**config.mk**
```make
export PLATFORM = sky130hd
export DESIGN_NAME = gcq_ctrl
export DESIGN_NICKNAME = d
export VERILOG_FILES = /design/src/gcq_pkg.sv /design/src/gcq_ctrl.sv
export SDC_FILE = /design/constraint.sdc
export NUM_CORES = 1
export LEC_CHECK = 0
export BUFFER_PORTS_ARGS = -buffer_cell sky130_fd_sc_hd__buf_2
export CORE_AREA = 2 2 39 41
export CTS_CLUSTER_SIZE = 12
export DETAILED_ROUTE_END_ITERATION = 10
export DIE_AREA = 0 0 41 43
export GPL_ROUTABILITY_DRIVEN = 0
export PLACE_DENSITY = 0.37
export RECOVER_POWER = 50
export SETUP_SLACK_MARGIN = 0.5
export SLEW_MARGIN = 25
export SYNTH_ARGS = -nofsm -noshare
export SYNTH_HDL_FRONTEND = slang
export SYNTH_SLANG_ARGS = --single-unit
```
**constraint.sdc**
```tcl
create_clock -name clk -period 0.8 [get_ports clk]
set_input_delay 0.08 -clock clk [delete_from_list [all_inputs] [get_ports clk]]
set_output_delay 0.08 -clock clk [all_outputs]
set_load 0.05 [all_outputs]
```
**src/gcq_pkg.sv**
```systemverilog
// shared types, constants and codes for the grouped class queue
`timescale 1ns / 1ps
`default_nettype none
package gcq_pkg;

  localparam int NUM_CLASSES = 10;
  localparam int ID_SPACE    = 4096;
  localparam int CLASS_DEPTH = 64;

  localparam int ID_W    = 12;
  localparam int CLS_W   = 4;
  localparam int MODE_W  = 2;
  localparam int STAT_W  = 2;

  localparam int ID_AW   = $clog2(ID_SPACE);
  localparam int SLOT_W  = (NUM_CLASSES > 1) ? $clog2(NUM_CLASSES) : 1;
  localparam int OPTR_W  = SLOT_W;
  localparam int OCNT_W  = $clog2(NUM_CLASSES + 1);
  localparam int PTR_W   = $clog2(CLASS_DEPTH);
  localparam int CNT_W   = $clog2(CLASS_DEPTH + 1);
  localparam int ITEM_N  = NUM_CLASSES * CLASS_DEPTH;
  localparam int ITEM_AW = $clog2(ITEM_N);

  localparam logic [MODE_W-1:0] MODE_ASSIGN = 2'd0;
  localparam logic [MODE_W-1:0] MODE_ENQ    = 2'd1;
  localparam logic [MODE_W-1:0] MODE_DEQ    = 2'd2;
  localparam logic [MODE_W-1:0] MODE_NOP    = 2'd3;

  localparam logic [STAT_W-1:0] ST_SERVED   = 2'd0;
  localparam logic [STAT_W-1:0] ST_EMPTY    = 2'd1;
  localparam logic [STAT_W-1:0] ST_FULL     = 2'd2;
  localparam logic [STAT_W-1:0] ST_UNMAPPED = 2'd3;

  typedef struct packed {
    logic [MODE_W-1:0] mode;
    logic [ID_W-1:0]   item_id;
    logic [CLS_W-1:0]  class_id;
  } in_t;

  typedef struct packed {
    logic [ID_W-1:0]   served_id;
    logic [STAT_W-1:0] status;
  } out_t;

  typedef enum logic [1:0] {
    S_CLEAR,
    S_IDLE,
    S_EXEC
  } state_t;

  typedef struct packed {
    logic clr_wr;
    logic take;
    logic fire;
  } ctl_t;

  typedef struct packed {
    logic clr_last;
    logic res_pend;
    logic out_free;
  } dps_t;

endpackage
`default_nettype wire

```
**src/gcq_ctrl.sv**
```systemverilog
// controller state machine: table clear, accept and execute sequencing
`timescale 1ns / 1ps
`default_nettype none
module gcq_ctrl (
  input  logic            clk,
  input  logic            rst_n,
  input  logic            in_valid,
  output logic            in_stall,
  input  gcq_pkg::dps_t   dps,
  output gcq_pkg::ctl_t   ctl,
  output gcq_pkg::state_t state
);
  import gcq_pkg::*;

  state_t state_r;
  state_t state_nxt;

  always_ff @(posedge clk) begin
    if (!rst_n) begin
      state_r <= S_CLEAR;
    end else begin
      state_r <= state_nxt;
    end
  end

  always_comb begin
    state_nxt = state_r;
    unique case (state_r)
      S_CLEAR: begin
        if (dps.clr_last) state_nxt = S_IDLE;
      end
      S_IDLE: begin
        if (in_valid) state_nxt = S_EXEC;
      end
      S_EXEC: begin
        if (!dps.res_pend || dps.out_free) state_nxt = S_IDLE;
      end
      default: state_nxt = S_CLEAR;
    endcase
  end

  always_comb begin
    in_stall   = 1'b1;
    ctl.clr_wr = 1'b0;
    ctl.take   = 1'b0;
    ctl.fire   = 1'b0;
    unique case (state_r)
      S_CLEAR: begin
        ctl.clr_wr = 1'b1;
      end
      S_IDLE: begin
        in_stall = 1'b0;
        ctl.take = in_valid;
      end
      S_EXEC: begin
        ctl.fire = !dps.res_pend || dps.out_free;
      end
      default: ;
    endcase
  end

  assign state = state_r;

endmodule
`default_nettype wire

```
* Yosys cells after proc, flatten, opt, wreduce, memory -nomap -nowiden *
Cells that the tools add are included.
Widths: inputs -> output; s select.

cells by class
  equal/unequal tests = 5
  reduce and logical (&&, ||, !) cells = 4
  multiplexer cells = 8

operators with widths
  kind                count
  $mux 2              3
  $ne 2x2->1 const B  3
  $pmux 2 s3          1
  $mux 1              4
  $reduce_and 3->1    1
  $eq 2x1->1 const B  1
  $eq 2x2->1 const B  1
  $logic_not 2->1     1
  $logic_not 1->1     1
  $logic_or 1x1->1    1

storage, ports and cells
  logic and storage cells = 18
  flip-flop bits (word level) = 2
  output and inout port bits = 6
  bits of input ports = 6

* Depth between registers and ports, before layout *
  depth after elaboration = 4
  gate-level depth with buffers = 2
  depth with buffers taken out = 2

* Worst setup path after synthesis *
Ideal clock, no wire load.

  path type = register to output
  start = reg state_r[1], in the netlist state[1]
  end = out ctl[0] in the netlist's numbering
  slack = -1194 ps
  buffers on the path = 0
  stages on the path, launching flop included = 2
  arrival = 1914 ps
  cell sequence = dfxtp_1 -> nor3b_1

RTL lines
  item                      line            text
  start: declaration        gcq_ctrl.sv:15  state_t state_r;
  start signal: assignment  gcq_ctrl.sv:22  state_r <= state_nxt;
  end: declaration          gcq_ctrl.sv:10  output gcq_pkg::ctl_t ctl,

==> flow_summary.toml <==
[logic_synthesis]
ys_seq_area_share_pct = 30.5
synth_top_area_share_pct = 30.5
syn-cell-area_um2 = 131
yosysUniqueCellTypes = 9
synth_area_leader_cell = "dfxtp_1"
ys_ff_latch = 2
synth_area_leaders = "dfxtp_1, nand2b_1, and3b_1, o32ai_2, nor4bb_1"
synth_common_cells = "nand2b_1, and3b_1, dfxtp_1, nor2_1"
async_flop_share_pct = 0
syn_avg_cell_area_um2 = 9.38
synth_flop_cell = "dfxtp_1"
synth.most_common_cell = "nand2b_1"
synth_edf_count = 0
yosysWarningCount = 0
mappedNetlistNets = 20
synthCells = 14

[floorplan]
die-area_um2 = 1760
die_x_um = 41
core_um2 = 1380
pin_count = 12
placementRows = 14
die_h_um = 43
start_util_pct = 9.49

[global_route]
grt_util_all_layers_pct = 6.81
antenna_found_initial = 0
grt_max_degree = 8
grt_pass1_wl_um = 703
grt-ovfl-total = 0
grt_pass1_vias = 173

[cells_and_area]
stdcell_count = 46
fillers = 154
drive_above_1_share_pct = 76.7
largest_reg_flops = 2
fin_nets = 38
syn_to_final_growth_pct = 134
regArea_um2 = 47.5
antennaDiodeCount = 0
stdcell_area_um2 = 308
multi_input_area_um2 = 109

[clock_network]
holdBufCountCts = 0
cts-root-buf = "clkbuf_4"
cts.sinks = 2
clk_pin_slew_ns = 0.03
cts-buffers-inserted = 3
post-cts-setup-buffers = 0
clk-insertion-delay-late_ns = 0.23
clockBufferDepth = 2
cts_tree = "done"
htree_levels = 1

[min_path]
hold_path_startpoint = "rst_n"
hp-class = "in -> reg"

[power_and_ir_drop]
max-vdd-ir-drop_mv = 0.554
intPower_mw = 0.357
power_frac_comb_pct = 37.3
p_per_area_nw_per_um2 = 1810
power_switching_mw = 0.201
switching_share_pct = 36.0
p_leak_nw = 0.137
pwr-share-seq_pct = 22.0
pwr-share-clk_pct = 40.7

[critical_path]
critPathLaunch = "state[0]"
criticalPathCategory = "reg -> out"
cp.arrival_ns = 0.97
cp_num_buf_inv = 1
path_max_fanout = 7
cp-end-kind = "output pin"
ff2ff_setup_slack_ns = -0.11
critPathTopFamily = "flip-flops"
slowest_stage = "dfxtp_4"
max_stage_delay_ns = 0.38
cp_data_required_time_ns = 0.72
crit_chain = "and3b_2 -> buf_6"
timing.rr.start = "state[0]"
cp-start-kind = "register"

[route]
viasPerCell = 3.76
wl_per_cell_um = 9.46
drt_iter0_drc = 1
drc_errors = 0
ant_nets = 0
dr.pass1.iters = 2
wl_um = 435
vias = 173

[timing]
setup_viol = 8
fin_ws_ns = -0.253
finClkSkew_ns = 0.00402
max_freq_mhz = 949
relSlewSlack_pct = 81.7
drv_slew = 0
finalHoldViolCount = 0
tightest_slew_ns = 0.271
finalCriticalPeriod_ns = 1.05
finalCritPeriodShare_pct = 132
rsz0062_at_grt = "true"

[flow_run]
drv_cap = 0

[status]
status = "finished with violations"
violations = "negative setup slack"

[placed_design]
numPortBuffers = 11
place_area_um2 = 246
dpl.cell_count = 43
==> power groups by stage <==
stage / Sequential [mW] / Combinational, mW / Clock, mW
6_report: 0.123 / 0.208 / 0.227
5_1_grt: 0.125 / 0.221 / 0.263
3_3_place_gp: 0.123 / 0.179 / 0
4_1_cts: 0.123 / 0.210 / 0.251
2_1_floorplan: 0.150 / 0.102 / 0
3_5_place_dp: 0.124 / 0.178 / 0
==> worst reg2reg max path, stage by stage (launching register included) <==
cell,delay [ns]
dfxtp_4,0.36
nor4bb_1,0.31
o21a_1,0.17
==> cell usage in the layout, fill, tap and decap left out, drive strengths merged <==
cell type / n
and3b: 2
buf: 13
clkbuf: 3
dfxtp: 2
nand2b: 3
nor2: 2
nor2b: 1
nor3b: 1
nor4bb: 1
o21a: 1
o32ai: 1
==> area by class of cell <==
type                       instances  share of cell area [%]
multi-input combinational         12                    35.4
timing repair buffer              13                    35.4
sequential                         2                    15.4
clock buffer                       3                    7.32
tap                               16                    6.50
==> what timing repair did <==
action / in CTS / in global routing
gates resized for setup: 12 / 0
pin swaps: 2 / 0
setup endpoints to repair: 8 / 8
==> per-stage QoR <==
step / power [mW] / util, % / setup slack [ns] / hold WS [ns] / setup TNS (ns)
final: 0.558 / 22.2 / -0.253 / 0.112 / -1.33
after detailed placement: 0.302 / 17.8 / -0.130 / 0.344 / -0.467
after CTS: 0.583 / 22.2 / -0.277 / 0.102 / -1.49
after global placement: 0.302 / 17.8 / -0.104 / 0.342 / -0.378
after floorplan: 0.252 / - / -0.290 / 0.197 / -1.10
after global routing: 0.608 / 22.2 / -0.296 / 0.103 / -1.69
==> cell families (layout without fill, tap and decap cells) <==
family / Yosys count / count (layout) / share of synthesized area (%)
DFF: 2 / 2 / 30.5
AOI/OAI and AO/OA: 2 / 2 / 18.1
buffers and inverters: 0 / 16 / 0
and+or+nand+nor: 10 / 10 / 51.4
==> final timing paths <==
| check | endpoint | depth (start not counted) |
|---|---|---|
| worst max-delay path | ctl[1] | 2 |
| worst max register to register | state[1] | 2 |
| worst min register to register | state[0] | 2 |
| worst min-delay path | state[1] | 2 |
==> per-layer routing <==
| metal | track usage (%) | vias up | wire length [um] |
|---|---|---|---|
| met5 | 0 | - | 0 |
| li1 | - | 85 | - |
| met3 | 5.76 | 0 | 85 |
| met2 | 6.88 | 12 | 157 |
| met4 | 8.00 | 0 | 0 |
| met1 | 7.32 | 76 | 192 |
Power figures use the tool's default switching activity.
